### config.mk
export PLATFORM = sky130hd
export DESIGN_NAME = disk_seek_order_cscan_clook_unit
export DESIGN_NICKNAME = d
export VERILOG_FILES = /design/src/rtl/dsoc_pkg.sv /design/src/rtl/disk_seek_order_cscan_clook_unit.sv /design/src/rtl/dsoc_cell.sv /design/src/rtl/dsoc_chain.sv
export VERILOG_INCLUDE_DIRS = /design/src /design/src/rtl
export SDC_FILE = /design/constraint.sdc
export NUM_CORES = 2
export LEC_CHECK = 0
export BUFFER_PORTS_ARGS = -buffer_cell sky130_fd_sc_hd__buf_2
export CORE_ASPECT_RATIO = 1.25
export CORE_UTILIZATION = 50
export DETAILED_ROUTE_END_ITERATION = 8
export PLACE_DENSITY = 0.76
export SLEW_MARGIN = 20
export SYNTH_ARGS = -nofsm -noshare
export SYNTH_HDL_FRONTEND = slang
export SYNTH_HIERARCHICAL = 1
export SYNTH_SLANG_ARGS = --single-unit
export TNS_END_PERCENT = 5
### constraint.sdc
create_clock -name aclk -period 6.2 [get_ports aclk]
set_input_delay 0.31 -clock aclk [delete_from_list [all_inputs] [get_ports aclk]]
set_output_delay 0.31 -clock aclk [all_outputs]
set_load 0.05 [all_outputs]
### src/rtl/disk_seek_order_cscan_clook_unit_macros.svh
// ---------------------------------------------------------------------------
// Assertion macros for the disk seek order unit
// Clocked implication checks, same-cycle and next-cycle forms.
// ---------------------------------------------------------------------------
`ifndef DISK_SEEK_ORDER_CSCAN_CLOOK_UNIT_MACROS_SVH
`define DISK_SEEK_ORDER_CSCAN_CLOOK_UNIT_MACROS_SVH

// consequent must hold in the same cycle as the antecedent
`define DSOC_ASSERT_NOW(label, clk, rst_n, ante, cons) \
    label: assert property (@(posedge clk) disable iff (!(rst_n)) (ante) |-> (cons)) \
        else $error("dsoc same-cycle check failed");

// consequent must hold in the cycle after the antecedent
`define DSOC_ASSERT_NEXT(label, clk, rst_n, ante, cons) \
    label: assert property (@(posedge clk) disable iff (!(rst_n)) (ante) |=> (cons)) \
        else $error("dsoc next-cycle check failed");

`endif

### src/rtl/dsoc_pkg.sv
// ---------------------------------------------------------------------------
// dsoc_pkg
// Shared constants, codes and types of the circular seek order unit.
// ---------------------------------------------------------------------------
package dsoc_pkg;

    // default sizing
    localparam int MAX_REQUESTS_DEF  = 16;
    localparam int CYLINDER_BITS_DEF = 16;

    // register reset values
    localparam int HEAD_START_RST     = 85;
    localparam int UPPER_BOUNDARY_RST = 499;
    localparam int LOWER_BOUNDARY_RST = 0;

    // register indexes
    localparam logic [1:0] REG_HEAD_START     = 2'd0;
    localparam logic [1:0] REG_UPPER_BOUNDARY = 2'd1;
    localparam logic [1:0] REG_LOWER_BOUNDARY = 2'd2;
    localparam logic [1:0] REG_POLICY_SELECT  = 2'd3;
    localparam int         CFG_INDEX_W        = 2;

    // policy codes
    localparam logic POLICY_CSCAN = 1'b0;
    localparam logic POLICY_CLOOK = 1'b1;

    // result fields
    localparam int STOP_W       = 16;
    localparam int KIND_W       = 2;
    localparam int MOVE_W       = 22;
    localparam int MOVE_MAX     = 4194303;
    localparam int OUT_TDATA_W  = 40;

    localparam logic [KIND_W-1:0] KIND_SERVED   = 2'd0;
    localparam logic [KIND_W-1:0] KIND_BOUNDARY = 2'd1;
    localparam logic [KIND_W-1:0] KIND_WRAP     = 2'd2;

    // what the cell row does this cycle
    typedef enum logic [1:0] {
        CELL_HOLD,
        CELL_INSERT,
        CELL_ROTATE
    } cell_op_t;

    // per-cell control, derived from the fill count
    typedef struct packed {
        cell_op_t op;
        logic     occ;   // cell holds a request
        logic     slot;  // first free cell
        logic     tail;  // last occupied cell
    } cell_ctl_t;

endpackage

### src/rtl/disk_seek_order_cscan_clook_unit.sv
// ---------------------------------------------------------------------------
// disk_seek_order_cscan_clook_unit
// Collects a batch of cylinder requests in a sorted cell row and emits the
// C-SCAN or C-LOOK service order with running head movement.
// ---------------------------------------------------------------------------
//  channel  | direction | tdata (low bit up)                 | side bands
//  s_       | in        | request_cylinder                   | tlast = batch_end
//  m_       | out       | stop_cylinder, total_movement, pad | tuser = stop_kind,
//           |           |                                    | tlast = sequence_end
//  cfg_     | in        | write: index + data, no read back  | -
//
// A request is inserted into the row in sorted order. After the batch end
// the row rotates once per request below head_start, then picks the first
// stop, then emits one stop per cycle while the result register drains:
// n stops, plus two for C-SCAN. s_tready is low from batch end until the
// last stop is loaded. Reset (aresetn low, synchronous) empties the batch
// and loads the register defaults; the row itself needs no clearing.
// ---------------------------------------------------------------------------
`include "disk_seek_order_cscan_clook_unit_macros.svh"

module disk_seek_order_cscan_clook_unit #(
    parameter int MAX_REQUESTS  = dsoc_pkg::MAX_REQUESTS_DEF,
    parameter int CYLINDER_BITS = dsoc_pkg::CYLINDER_BITS_DEF
) (
    input  logic                                 aclk,
    input  logic                                 aresetn,
    // configuration write port
    input  logic                                 cfg_wr_en,
    input  logic [dsoc_pkg::CFG_INDEX_W-1:0]     cfg_index,
    input  logic [CYLINDER_BITS-1:0]             cfg_wdata,
    // request items
    input  logic                                 s_tvalid,
    output logic                                 s_tready,
    input  logic [((CYLINDER_BITS+7)/8)*8-1:0]   s_tdata,   // request_cylinder
    input  logic                                 s_tlast,
    // stop items
    output logic                                 m_tvalid,
    input  logic                                 m_tready,
    output logic [dsoc_pkg::OUT_TDATA_W-1:0]     m_tdata,   // stop_cylinder, total_movement
    output logic [dsoc_pkg::KIND_W-1:0]          m_tuser,   // stop_kind
    output logic                                 m_tlast
);

    localparam int CNT_W = $clog2(MAX_REQUESTS + 1);
    localparam int CYL_W = CYLINDER_BITS;
    localparam int SUM_W = ((CYL_W > dsoc_pkg::MOVE_W) ? CYL_W : dsoc_pkg::MOVE_W) + 1;
    localparam int EXT_W = (CYL_W > dsoc_pkg::STOP_W) ? CYL_W : dsoc_pkg::STOP_W;
    localparam int PAD_W = dsoc_pkg::OUT_TDATA_W - dsoc_pkg::STOP_W - dsoc_pkg::MOVE_W;

    typedef enum logic [2:0] {
        ST_IDLE,
        ST_SKIP,
        ST_UPPER,
        ST_BOUND,
        ST_WRAP,
        ST_LOWER
    } state_t;

    state_t                      state_reg;
    logic [CNT_W-1:0]            count_reg;
    logic [CNT_W-1:0]            split_reg;
    logic [CNT_W-1:0]            left_reg;
    logic                        first_low_reg;
    logic [CYL_W-1:0]            pos_reg;
    logic [dsoc_pkg::MOVE_W-1:0] total_reg;

    logic [CYL_W-1:0]            head_start_reg;
    logic [CYL_W-1:0]            upper_reg;
    logic [CYL_W-1:0]            lower_reg;
    logic                        policy_reg;

    logic                        m_valid_reg;
    logic [dsoc_pkg::STOP_W-1:0] m_cyl_reg;
    logic [dsoc_pkg::KIND_W-1:0] m_kind_reg;
    logic [dsoc_pkg::MOVE_W-1:0] m_total_reg;
    logic                        m_last_reg;

    logic [CYL_W-1:0]            req_raw;
    logic [CYL_W-1:0]            req_clamp;
    logic                        s_fire;
    logic                        room;
    logic [CYL_W-1:0]            head_val;
    logic                        skip_go;
    dsoc_pkg::cell_op_t          chain_op;

    logic                        emit;
    logic                        out_free;
    logic                        fire;
    logic                        stop_last;
    logic [CYL_W-1:0]            tgt;
    logic [dsoc_pkg::KIND_W-1:0] kind;
    logic                        add_en;
    logic [CYL_W-1:0]            diff;
    logic [SUM_W-1:0]            sum;
    logic [dsoc_pkg::MOVE_W-1:0] total_next;
    logic [EXT_W-1:0]            tgt_ext;

    // ports
    assign s_tready = (state_reg == ST_IDLE);
    assign m_tvalid = m_valid_reg;
    assign m_tdata  = {PAD_W'(0), m_total_reg, m_cyl_reg};
    assign m_tuser  = m_kind_reg;
    assign m_tlast  = m_last_reg;

    // request clamp and insert condition
    assign req_raw   = s_tdata[CYL_W-1:0];
    assign req_clamp = (req_raw > upper_reg) ? upper_reg : req_raw;
    assign s_fire    = s_tvalid && s_tready;
    assign room      = count_reg < CNT_W'(MAX_REQUESTS);

    // skip past requests below the start cylinder
    assign skip_go  = (split_reg < count_reg) && (head_val < head_start_reg);
    assign out_free = !m_valid_reg || m_tready;
    assign fire     = emit && out_free;

    // stop selection per state
    always_comb begin
        emit      = 1'b0;
        stop_last = 1'b0;
        tgt       = head_val;
        kind      = dsoc_pkg::KIND_SERVED;
        add_en    = 1'b1;
        case (state_reg)
            ST_UPPER: begin
                emit      = 1'b1;
                stop_last = (left_reg == CNT_W'(1)) && (policy_reg == dsoc_pkg::POLICY_CLOOK)
                            && (split_reg == '0);
            end
            ST_BOUND: begin
                emit = 1'b1;
                tgt  = upper_reg;
                kind = dsoc_pkg::KIND_BOUNDARY;
            end
            ST_WRAP: begin
                emit      = 1'b1;
                tgt       = lower_reg;
                kind      = dsoc_pkg::KIND_WRAP;
                add_en    = 1'b0;
                stop_last = (split_reg == '0);
            end
            ST_LOWER: begin
                emit      = 1'b1;
                kind      = first_low_reg ? dsoc_pkg::KIND_WRAP : dsoc_pkg::KIND_SERVED;
                stop_last = (left_reg == CNT_W'(1));
            end
            default: begin
                emit = 1'b0;
            end
        endcase
    end

    // head movement, saturating
    always_comb begin
        diff       = (tgt >= pos_reg) ? (tgt - pos_reg) : (pos_reg - tgt);
        sum        = SUM_W'(total_reg) + (add_en ? SUM_W'(diff) : SUM_W'(0));
        total_next = (sum > SUM_W'(dsoc_pkg::MOVE_MAX)) ? dsoc_pkg::MOVE_W'(dsoc_pkg::MOVE_MAX)
                                                        : sum[dsoc_pkg::MOVE_W-1:0];
        tgt_ext    = EXT_W'(tgt);
    end

    // cell row command
    always_comb begin
        chain_op = dsoc_pkg::CELL_HOLD;
        case (state_reg)
            ST_IDLE: begin
                if (s_fire && room) begin
                    chain_op = dsoc_pkg::CELL_INSERT;
                end
            end
            ST_SKIP: begin
                if (skip_go) begin
                    chain_op = dsoc_pkg::CELL_ROTATE;
                end
            end
            ST_UPPER, ST_LOWER: begin
                if (fire) begin
                    chain_op = dsoc_pkg::CELL_ROTATE;
                end
            end
            default: begin
                chain_op = dsoc_pkg::CELL_HOLD;
            end
        endcase
    end

    dsoc_chain #(
        .MAX_REQUESTS (MAX_REQUESTS),
        .CYL_W        (CYL_W),
        .CNT_W        (CNT_W)
    ) u_chain (
        .aclk     (aclk),
        .op       (chain_op),
        .count    (count_reg),
        .req      (req_clamp),
        .head_val (head_val)
    );

    // sequencer, configuration and result register
    always_ff @(posedge aclk) begin
        if (!aresetn) begin
            state_reg      <= ST_IDLE;
            count_reg      <= '0;
            split_reg      <= '0;
            left_reg       <= '0;
            first_low_reg  <= 1'b0;
            m_valid_reg    <= 1'b0;
            head_start_reg <= CYL_W'(dsoc_pkg::HEAD_START_RST);
            upper_reg      <= CYL_W'(dsoc_pkg::UPPER_BOUNDARY_RST);
            lower_reg      <= CYL_W'(dsoc_pkg::LOWER_BOUNDARY_RST);
            policy_reg     <= dsoc_pkg::POLICY_CSCAN;
        end else begin
            // register writes
            if (cfg_wr_en) begin
                case (cfg_index)
                    dsoc_pkg::REG_HEAD_START:     head_start_reg <= cfg_wdata;
                    dsoc_pkg::REG_UPPER_BOUNDARY: upper_reg      <= cfg_wdata;
                    dsoc_pkg::REG_LOWER_BOUNDARY: lower_reg      <= cfg_wdata;
                    dsoc_pkg::REG_POLICY_SELECT:  policy_reg     <= cfg_wdata[0];
                    default: ;
                endcase
            end

            // result register
            if (out_free) begin
                m_valid_reg <= fire;
            end
            if (fire) begin
                m_cyl_reg   <= tgt_ext[dsoc_pkg::STOP_W-1:0];
                m_kind_reg  <= kind;
                m_total_reg <= total_next;
                m_last_reg  <= stop_last;
                pos_reg     <= tgt;
                total_reg   <= total_next;
            end

            case (state_reg)
                ST_IDLE: begin
                    if (s_fire) begin
                        if (room) begin
                            count_reg <= count_reg + CNT_W'(1);
                        end
                        if (s_tlast) begin
                            state_reg <= ST_SKIP;
                            split_reg <= '0;
                            pos_reg   <= head_start_reg;
                            total_reg <= '0;
                        end
                    end
                end
                ST_SKIP: begin
                    if (skip_go) begin
                        split_reg <= split_reg + CNT_W'(1);
                    end else if (split_reg != count_reg) begin
                        state_reg <= ST_UPPER;
                        left_reg  <= count_reg - split_reg;
                    end else if (policy_reg == dsoc_pkg::POLICY_CSCAN) begin
                        state_reg <= ST_BOUND;
                    end else begin
                        state_reg     <= ST_LOWER;
                        left_reg      <= split_reg;
                        first_low_reg <= 1'b1;
                    end
                end
                ST_UPPER: begin
                    if (fire) begin
                        left_reg <= left_reg - CNT_W'(1);
                        if (left_reg == CNT_W'(1)) begin
                            if (policy_reg == dsoc_pkg::POLICY_CSCAN) begin
                                state_reg <= ST_BOUND;
                            end else if (split_reg != '0) begin
                                state_reg     <= ST_LOWER;
                                left_reg      <= split_reg;
                                first_low_reg <= 1'b1;
                            end else begin
                                state_reg <= ST_IDLE;
                                count_reg <= '0;
                            end
                        end
                    end
                end
                ST_BOUND: begin
                    if (fire) begin
                        state_reg <= ST_WRAP;
                    end
                end
                ST_WRAP: begin
                    if (fire) begin
                        if (split_reg != '0) begin
                            state_reg     <= ST_LOWER;
                            left_reg      <= split_reg;
                            first_low_reg <= 1'b0;
                        end else begin
                            state_reg <= ST_IDLE;
                            count_reg <= '0;
                        end
                    end
                end
                ST_LOWER: begin
                    if (fire) begin
                        left_reg      <= left_reg - CNT_W'(1);
                        first_low_reg <= 1'b0;
                        if (left_reg == CNT_W'(1)) begin
                            state_reg <= ST_IDLE;
                            count_reg <= '0;
                        end
                    end
                end
                default: begin
                    state_reg <= ST_IDLE;
                end
            endcase
        end
    end

    // checks
    `DSOC_ASSERT_NOW(a_count_range, aclk, aresetn, 1'b1, count_reg <= CNT_W'(MAX_REQUESTS))
    `DSOC_ASSERT_NOW(a_split_range, aclk, aresetn, state_reg != ST_IDLE, split_reg <= count_reg)
    `DSOC_ASSERT_NEXT(a_last_to_idle, aclk, aresetn, fire && stop_last, state_reg == ST_IDLE)
    `DSOC_ASSERT_NEXT(a_skip_keeps_count, aclk, aresetn, state_reg == ST_SKIP,
                      count_reg == $past(count_reg))

endmodule

### src/rtl/dsoc_cell.sv
// ---------------------------------------------------------------------------
// dsoc_cell
// One cell of the sorted request row: insert-shift or rotate toward cell 0.
// ---------------------------------------------------------------------------
module dsoc_cell #(
    parameter int CYL_W = dsoc_pkg::CYLINDER_BITS_DEF
) (
    input  logic                aclk,
    input  dsoc_pkg::cell_ctl_t ctl,
    input  logic [CYL_W-1:0]    req,
    input  logic [CYL_W-1:0]    left_val,
    input  logic                left_gt,
    input  logic [CYL_W-1:0]    right_val,
    input  logic [CYL_W-1:0]    head_val,
    output logic [CYL_W-1:0]    val,
    output logic                gt
);

    logic [CYL_W-1:0] val_reg;
    logic [CYL_W-1:0] val_next;

    // occupied and strictly above the new request
    assign gt  = ctl.occ && (val_reg > req);
    assign val = val_reg;

    always_comb begin
        val_next = val_reg;
        case (ctl.op)
            dsoc_pkg::CELL_INSERT: begin
                // larger neighbors slide up; equal ones stay ahead of the new item
                if (ctl.occ || ctl.slot) begin
                    if (left_gt) begin
                        val_next = left_val;
                    end else if (gt || ctl.slot) begin
                        val_next = req;
                    end
                end
            end
            dsoc_pkg::CELL_ROTATE: begin
                val_next = ctl.tail ? head_val : right_val;
            end
            default: begin
                val_next = val_reg;
            end
        endcase
    end

    always_ff @(posedge aclk) begin
        val_reg <= val_next;
    end

endmodule

### src/rtl/dsoc_chain.sv
// ---------------------------------------------------------------------------
// dsoc_chain
// Row of sorting cells; decodes the fill count into per-cell control.
// ---------------------------------------------------------------------------
module dsoc_chain #(
    parameter int MAX_REQUESTS = dsoc_pkg::MAX_REQUESTS_DEF,
    parameter int CYL_W        = dsoc_pkg::CYLINDER_BITS_DEF,
    parameter int CNT_W        = $clog2(MAX_REQUESTS + 1)
) (
    input  logic               aclk,
    input  dsoc_pkg::cell_op_t op,
    input  logic [CNT_W-1:0]   count,
    input  logic [CYL_W-1:0]   req,
    output logic [CYL_W-1:0]   head_val
);

    logic [CYL_W-1:0] val [MAX_REQUESTS];
    logic             gt  [MAX_REQUESTS];

    assign head_val = val[0];

    for (genvar i = 0; i < MAX_REQUESTS; i++) begin : g_cell
        dsoc_pkg::cell_ctl_t ctl;
        logic [CYL_W-1:0]    left_val;
        logic                left_gt;
        logic [CYL_W-1:0]    right_val;

        // position of this cell against the fill count
        assign ctl.op   = op;
        assign ctl.occ  = CNT_W'(i) < count;
        assign ctl.slot = count == CNT_W'(i);
        assign ctl.tail = count == CNT_W'(i + 1);

        if (i == 0) begin : g_first
            assign left_val = '0;
            assign left_gt  = 1'b0;
        end else begin : g_inner
            assign left_val = val[i-1];
            assign left_gt  = gt[i-1];
        end

        if (i == MAX_REQUESTS - 1) begin : g_last
            assign right_val = '0;
        end else begin : g_body
            assign right_val = val[i+1];
        end

        dsoc_cell #(
            .CYL_W (CYL_W)
        ) u_cell (
            .aclk      (aclk),
            .ctl       (ctl),
            .req       (req),
            .left_val  (left_val),
            .left_gt   (left_gt),
            .right_val (right_val),
            .head_val  (val[0]),
            .val       (val[i]),
            .gt        (gt[i])
        );
    end

endmodule
==> Word level (Yosys, flattened, before mapping) <==
Index checks and enable logic that the tools add are counted.
{ "totals": {"ff_bits": 404, "in_bits": 40, "output_inout_bits": 45, "word_cells": 398} }
{ "classes": {"addsub": 7, "n_lt_le_gt_ge": 38, "n_eq_ne": 78, "muxes": 150, "reduce_logical": 93} }
{ "op_table": {"columns": ["operator", "count"], "rows": [
  ["two-way mux 16 bit", 70],
  ["one-hot mux 16 bit (2 select lines)", 17],
  ["> comparator 16 bit", 17],
  ["two-way mux 22 bit", 5],
  ["two-way mux 5 bit", 22],
  ["!= test 2 bit (second input constant)", 31],
  ["!= test 3 bit (second input constant)", 16],
  ["AND reduction 3 bit", 15],
  ["== test 5 x 4 -> 1 bit (second input constant)", 8],
  ["less-than comparator 4 x 5 -> 1 bit (first input constant)", 8],
  ["one-hot mux 5 bit (4 select lines)", 2],
  ["two-way mux 3 bit", 13],
  ["logical OR 1 bit", 33],
  ["subtractor 16 bit", 2],
  ["adder 22 x 16 -> 23 bit", 1],
  ["> comparator 23 x 22 -> 1 bit (second input constant)", 1],
  ["logical AND 1 bit", 22],
  ["== test 5 x 3 -> 1 bit (second input constant)", 4],
  ["less-than comparator 3 x 5 -> 1 bit (first input constant)", 4],
  ["one-hot mux 3 bit (6 select lines)", 1],
  ["AND reduction 9 bit", 2],
  [">= comparator 16 bit", 1],
  ["less-than comparator 16 bit", 1],
  ["two-way mux 1 bit", 12],
  ["35 further kinds", 58]
]} }

==> Logic depth before layout (Yosys ltp) <==
{ "logic_depth": {"word_depth": 12, "ltp_mapped": 30, "mapped_depth_nobuf": 24} }

==> By module <==
Netlist, hierarchy kept.
{ "modules_own_cells": {"columns": ["mod", "n_inst", "cells_per_inst", "area_each_um2", "seq_area_each_um2"], "rows": [
  ["dsoc_cell at u_chain.g_cell[0].u_cell ...", 14, 151, 1396.3, 480.5],
  ["disk_seek_order_cscan_clook_unit", 1, 1232, 10367.4, 3753.6],
  ["dsoc_cell at u_chain.g_cell[8].u_cell ...", 2, 151, 1411.4, 480.5],
  ["dsoc_chain", 1, 56, 292.8, 0.0]
]} }

==> Worst setup path after synthesis <==
Ideal clock, no wire load.
{ "synth_path": {"kind": "flip-flop to flip-flop", "start": "reg state_reg[2]", "end": "reg total_reg[20] (netlist bit), data pin", "setup_ns": 0.266, "arrival_ns": 5.358, "required_ns": 5.934, "setup_slack_ns": 0.576, "path_stages_with_launch": 28, "n_path_buf": 6, "synth_period_minus_slack_ns": 5.624, "path_cell_list": "dfxtp_1 clkbuf_1 nor2b_1 and2_1 clkbuf_1 clkbuf_1 a21oi_1 a21oi_1 inv_1 ha_1 buf_6 a21o_1 nand2_2 a21oi_2 o32a_4 or4_4 o31ai_2 o221ai_2 mux2i_1 ha_1 buf_2 nand2_1 or3_1 or3_1 buf_2 a211oi_1 mux2i_1 nor2_1"} }
{ "synth_between": {"elab_chain_len": 12, "word_cells_on_any_way": 22, "classes_between": "add/sub: 3; order compare: 2; eq/ne: 4; mux: 9; reduce/logical: 4"} }
{ "synth_lines": {"columns": ["item", "line", "rtl"], "rows": [
  ["start, declared", "disk_seek_order_cscan_clook_unit.sv:59", "state_t state_reg;"],
  ["start signal, assigned", "disk_seek_order_cscan_clook_unit.sv:201", "state_reg <= ST_IDLE;"],
  ["start signal, assigned", "disk_seek_order_cscan_clook_unit.sv:243", "state_reg <= ST_SKIP;"],
  ["start signal, assigned", "disk_seek_order_cscan_clook_unit.sv:254", "state_reg <= ST_UPPER;"],
  ["== test 3 bit / == test 3 x 2 -> 1 bit (equally long branches)", "disk_seek_order_cscan_clook_unit.sv:123", "case (state_reg)"],
  ["one-hot mux 16 bit (2 select lines) (*)", "disk_seek_order_cscan_clook_unit.sv:123", null],
  ["named net tgt[9]", "disk_seek_order_cscan_clook_unit.sv:90", "logic [CYL_W-1:0] tgt;"],
  ["subtractor 16 bit / >= comparator 16 bit (equally long branches)", "disk_seek_order_cscan_clook_unit.sv:154", "diff = (tgt >= pos_reg) ? (tgt - pos_reg) : (pos_reg - tgt);"],
  ["two-way mux 16 bit (*)", "disk_seek_order_cscan_clook_unit.sv:154", null],
  ["two-way mux 16 bit (*)", "disk_seek_order_cscan_clook_unit.sv:155", "sum = SUM_W'(total_reg) + (add_en ? SUM_W'(diff) : SUM_W'(0));"],
  ["adder 22 x 16 -> 23 bit (*)", "disk_seek_order_cscan_clook_unit.sv:155", null],
  ["> comparator 23 x 22 -> 1 bit", "disk_seek_order_cscan_clook_unit.sv:156", "total_next = (sum > SUM_W'(dsoc_pkg::MOVE_MAX)) ? dsoc_pkg::MOVE_W'(dsoc_pkg::MOVE_MAX)"],
  ["two-way mux 22 bit (*)", "disk_seek_order_cscan_clook_unit.sv:156", null],
  ["two-way mux 22 bit (*)", "disk_seek_order_cscan_clook_unit.sv:227", "if (fire) begin"],
  ["two-way mux 22 bit", "disk_seek_order_cscan_clook_unit.sv:242", "if (s_tlast) begin"],
  ["two-way mux 22 bit", "disk_seek_order_cscan_clook_unit.sv:238", "if (s_fire) begin"],
  ["two-way mux 22 bit (*)", "disk_seek_order_cscan_clook_unit.sv:236", "case (state_reg)"],
  ["end signal, assigned", "disk_seek_order_cscan_clook_unit.sv:233", "total_reg <= total_next;"],
  ["end, declared", "disk_seek_order_cscan_clook_unit.sv:65", "logic [dsoc_pkg::MOVE_W-1:0] total_reg;"]
]} }
Mark *: on every way through the listed nets, which the timed path passes. The rest lies on a longest branch.
A chain may end at the register's enable or synchronous reset.

==> Worst setup path in the final report <==
{ "layout_path": {"start": "reg upper_reg[9]", "end": "reg u_chain.g_cell[3].u_cell.val_reg[6], enable pin"} }
{ "layout_between": {"word_cells_on_any_way": 9, "classes_between": "order compare: 3; eq/ne: 1; mux: 1; reduce/logical: 4"} }
{ "layout_lines": {"columns": ["item", "line", "rtl"], "rows": [
  ["start, declared", "disk_seek_order_cscan_clook_unit.sv:68", "logic [CYL_W-1:0] upper_reg;"],
  ["start signal, assigned", "disk_seek_order_cscan_clook_unit.sv:208", "upper_reg <= CYL_W'(dsoc_pkg::UPPER_BOUNDARY_RST);"],
  ["start signal, assigned", "disk_seek_order_cscan_clook_unit.sv:216", "dsoc_pkg::REG_UPPER_BOUNDARY: upper_reg <= cfg_wdata;"],
  ["> comparator 16 bit", "disk_seek_order_cscan_clook_unit.sv:107", "assign req_clamp = (req_raw > upper_reg) ? upper_reg : req_raw;"],
  ["two-way mux 16 bit", "disk_seek_order_cscan_clook_unit.sv:107", null],
  ["named net req_clamp[13]", "disk_seek_order_cscan_clook_unit.sv:79", "logic [CYL_W-1:0] req_clamp;"],
  ["> comparator 16 bit", "dsoc_cell.sv:23", "assign gt = ctl.occ && (val_reg > req);"],
  ["logical AND 1 bit", "dsoc_cell.sv:23", null],
  ["named net u_chain.g_cell[3].left_gt", "dsoc_chain.sv:25", "logic left_gt;"],
  ["!= test 3 bit (no source line)", null, null],
  ["AND reduction 3 bit (no source line)", null, null],
  ["end signal, assigned", "dsoc_cell.sv:49", "val_reg <= val_next;"],
  ["end, declared", "dsoc_cell.sv:19", "logic [CYL_W-1:0] val_reg;"]
]} }
The timed path passes the listed nets, and every way through them passes these cells.

==> metrics.md <==
| Metric | Value |
|---|---|
| Setup ws final | 0.313 ns |
| Die Y | 289 µm |
| Placer Congestion | 0.989 |
| VDD IR max | 558 µV |
| Final core occ | 55.9% |
| Clock sinks | 404 |
| Vias per cell | 6.31 |
| WP data arrival | 6.16 ns |
| Slew @ Worst Pin | 1.10 ns |
| Tcrit/Tclk final | 94.9% |
| Reg2Reg Setup Slack | 0.31 ns |
| Max Freq | 170 MHz |
| Via count | 29,800 |
| Initial Utilization | 50.5% |
| Max reg flops | 256 |
| Met3 Use GR | 6.12% |
| CTS tree | built |
| CTS root buf | clkbuf_16 |
| Delay-heaviest family, CP | compound AO/OA/AOI/OAI gates |
| Required time worst endpoint | 6.48 ns |
| Most frequent cells after synthesis | 487 x a21oi_1, 404 x nor2_1, 355 x inv_1 |
| Total CTS buffers | 48 |
| Most common cell in the synthesized netlist | a21oi_1 |
| RSZ-0062 raised after global routing | false |
| Count of flip-flops with a built-in enable after synthesis | 335 |
| Max Cap Viol | 0 |
| Non-filler instance count after layout | 4,723 |
| Drt total wl | 109,000 µm |
| Share of cells above drive strength 1 | 11.7% |
| Global-route wire length before repair | 165,000 µm |
| Ys Warns | 6 |
| Final Skew | 0.0482 ns |
| Slowest cell on crit path | mux2_2 |
| Wirelength per Cell | 23.1 µm |
| Avg Inst Size Synth | 8.92 µm² |
| Die ar. | 0.0671 mm² |
| Worst setup path class | flop to flop |
| Crit path cell chain | inv_1 > ha_1 > a21o_1 > a21o_1 > a21oi_1 > nor2b_1 > o21ai_0 > a31o_2 > mux2_2 > inv_1 > ha_1 > a21o_1 > a21o_1 > a2111oi_0 > a31oi_2 > or3_1 > o22a_1 |
| Total GRT Usage | 32.1% |
| Worst R2R Start | upper_reg[9] |
| Worst Setup SP | upper_reg[9] |
| Power Dens Cells | 512 mW/mm² |
| Setup Viol. Count Final | 0 |
| Met2 GRT Util | 54.3% |
| Row count | 105 |
| Post-synthesis sequential area ratio | 34.6% |
| Later-pin clock latency in the skew report | 0.63 ns |
| Leak pwr | 14.7 nW |
| H-tree levels | 2 |
| Status | completed |
| Cell total after placement | 4,606 |
| Port buffer count | 82 |
| Fin nets | 4,209 |
| IO Pins | 85 |
| Number of synthesized register bits | 404 |
| Antenna Nets Post-Route | 0 |
| Hold Path Origin | cfg_wr_en |
| Synth Flop Type | edfxtp_1 |
| CP max stage delay | 0.71 ns |
| Synth area leaders | edfxtp_1 30%, ha_1 13%, mux2i_1 8.2%, a21oi_1 7.4%, a211oi_1 6.4% |
| Synthesized area | 0.0330 mm² |
| Largest net degree at the start of global routing | 53 |
| Core area | 0.0654 mm² |
| Fin. max-slew vios | 0 |
| Async SR Flop Fraction | 0% |
| Clock buffer depth | 3 |
| Vias in the first global route | 28,800 |
| Initial DRT Pass Iterations | 5 |
| Global route hottest layer | met2 |
| Fin area | 0.0366 mm² |
| Initial antenna violation count | 5 |
| Synth top area share | 30.5% |
| Instance area at placement | 0.0348 mm² |
| Hold Vio Cnt, Final | 0 |
| Initial DRC Count | 2,686 |
| Area Overhead vs Synth | 10.7% |
| FILL cells | 5,792 |
| GRT overflow | 0 |
| Startpoint type of the worst setup path | flop |
| WP buf/inv | 2 |
| Worst Setup End Kind | flop |
| Pre-CTS WS | -0.216 ns |
| Clk pin slew, worst setup/hold paths | 0.06 ns |
| Die Wd | 232 µm |
| Met1 usage | 35.4% |
| Final setup TNS | 0 ns |
| DRC viols | 0 |
| Slew margin rel. | 26.1% |
| Synth area leader | edfxtp_1 |
| Final Critical Period | 5.89 ns |
| Crit Path Max Fanout | 16 |
| Post-synthesis cell type count | 93 |
| Most common cell type on the critical path | a21o_1 |
| Worst Hold Class | input port to flop |
| Post-DP HPWL | 78,400 µm |
| Syn Inst Count | 3,704 |
==> report_power, final <==
| group | switching, mW | internal, mW | total [mW] |
|---|---|---|---|
| registers | 0.379 | 4.00 | 4.38 |
| clock network | 1.24 | 1.54 | 2.78 |
| logic | 7.31 | 4.26 | 11.6 |
| total | 8.92 | 9.80 | 18.7 |
==> logic make-up (layout without fill, tap and decap cells) <==
logic type,after synthesis,after routing,share of synthesized area [%]
compound gates,1085,1085,20.9
simple gates,973,973,14.1
buf+inv,573,690,7.48
flops,404,404,34.6
fa+ha+maj,348,348,13.3
mux,288,288,8.81
xor+xnor,31,31,0.822
other cells,2,48,0.0227
==> tightest hold or removal path, stage by stage <==
cell	delay, ns
buf_2	0.13
nand3_1	0.10
mux2i_1	0.08
nor2_1	0.08
==> layout make-up <==
| class | instances | area, µm² | area share, % |
|---|---|---|---|
| Clock buffer | 65 | 1280 | 3.51 |
| Timing Repair Buffer | 246 | 1710 | 4.67 |
| Inverter | 356 | 1340 | 3.65 |
| Multi-Input combinational cell | 2765 | 19500 | 53.4 |
| Sequential cell | 404 | 11400 | 31.3 |
| Clock inverter | 23 | 196 | 0.537 |
| Antenna cell | 8 | 20.0 | 0.0547 |
| Tap cell | 856 | 1070 | 2.93 |
==> layer usage <==
metal | share of wire (%) | up-vias
met3 | 7.5 | 477
met4 | 8.4 | 2
met2 | 48 | 1410
met1 | 36 | 14100
met5 | 0.016 | -
li1 | - | 13800
==> what timing repair did <==
| action | CTS | global route |
|---|---|---|
| setup endpoints to repair | 30 | 44 |
| hold buffers | 16 | 0 |
| hold endpoints to repair | 47 | 0 |
| pin swaps | 0 | 2 |
| buffers inserted | 0 | 5 |
| cloned | 0 | 0 |
| gates resized for setup | 1 | 7 |
==> through the flow <==
step           power (mW)  hold slack [ns]
2_1_floorplan        12.3            0.422
3_3_place_gp         15.3            0.442
3_5_place_dp         15.5            0.447
4_1_cts              18.4           0.0918
5_1_grt              19.9            0.147
6_report             18.7            0.105
==> cells in the final DEF, fill, tap and decap left out, types with 40 or more instances in the layout <==
master     netlist  routed
o21ai_0         74      73
a211oi_1       282     282
nand2_1        235     234
conb_1           2      40
nor3_1          58      55
ha_1           344     344
nor2_1         404     388
clkbuf_16        0      48
a21oi_1        487     486
nand4_1         51      51
buf_4            4     146
mux2i_1        269     268
buf_2           38      82
inv_1          355     354
nor2b_1         58      42
a21o_1          68      68
dfxtp_1         69      69
edfxtp_1       335     335
==> path summary, 6_finish.rpt <==
| path | cells after the start | to |
|---|---|---|
| max reg2reg | 17 | u_chain/g_cell[3].u_cell/val[6] |
| min | 4 | policy_reg |
| min reg2reg | 2 | lower_reg[4] |
| max | 17 | u_chain/g_cell[3].u_cell/val[6] |
(Power assumes the default switching activity.)
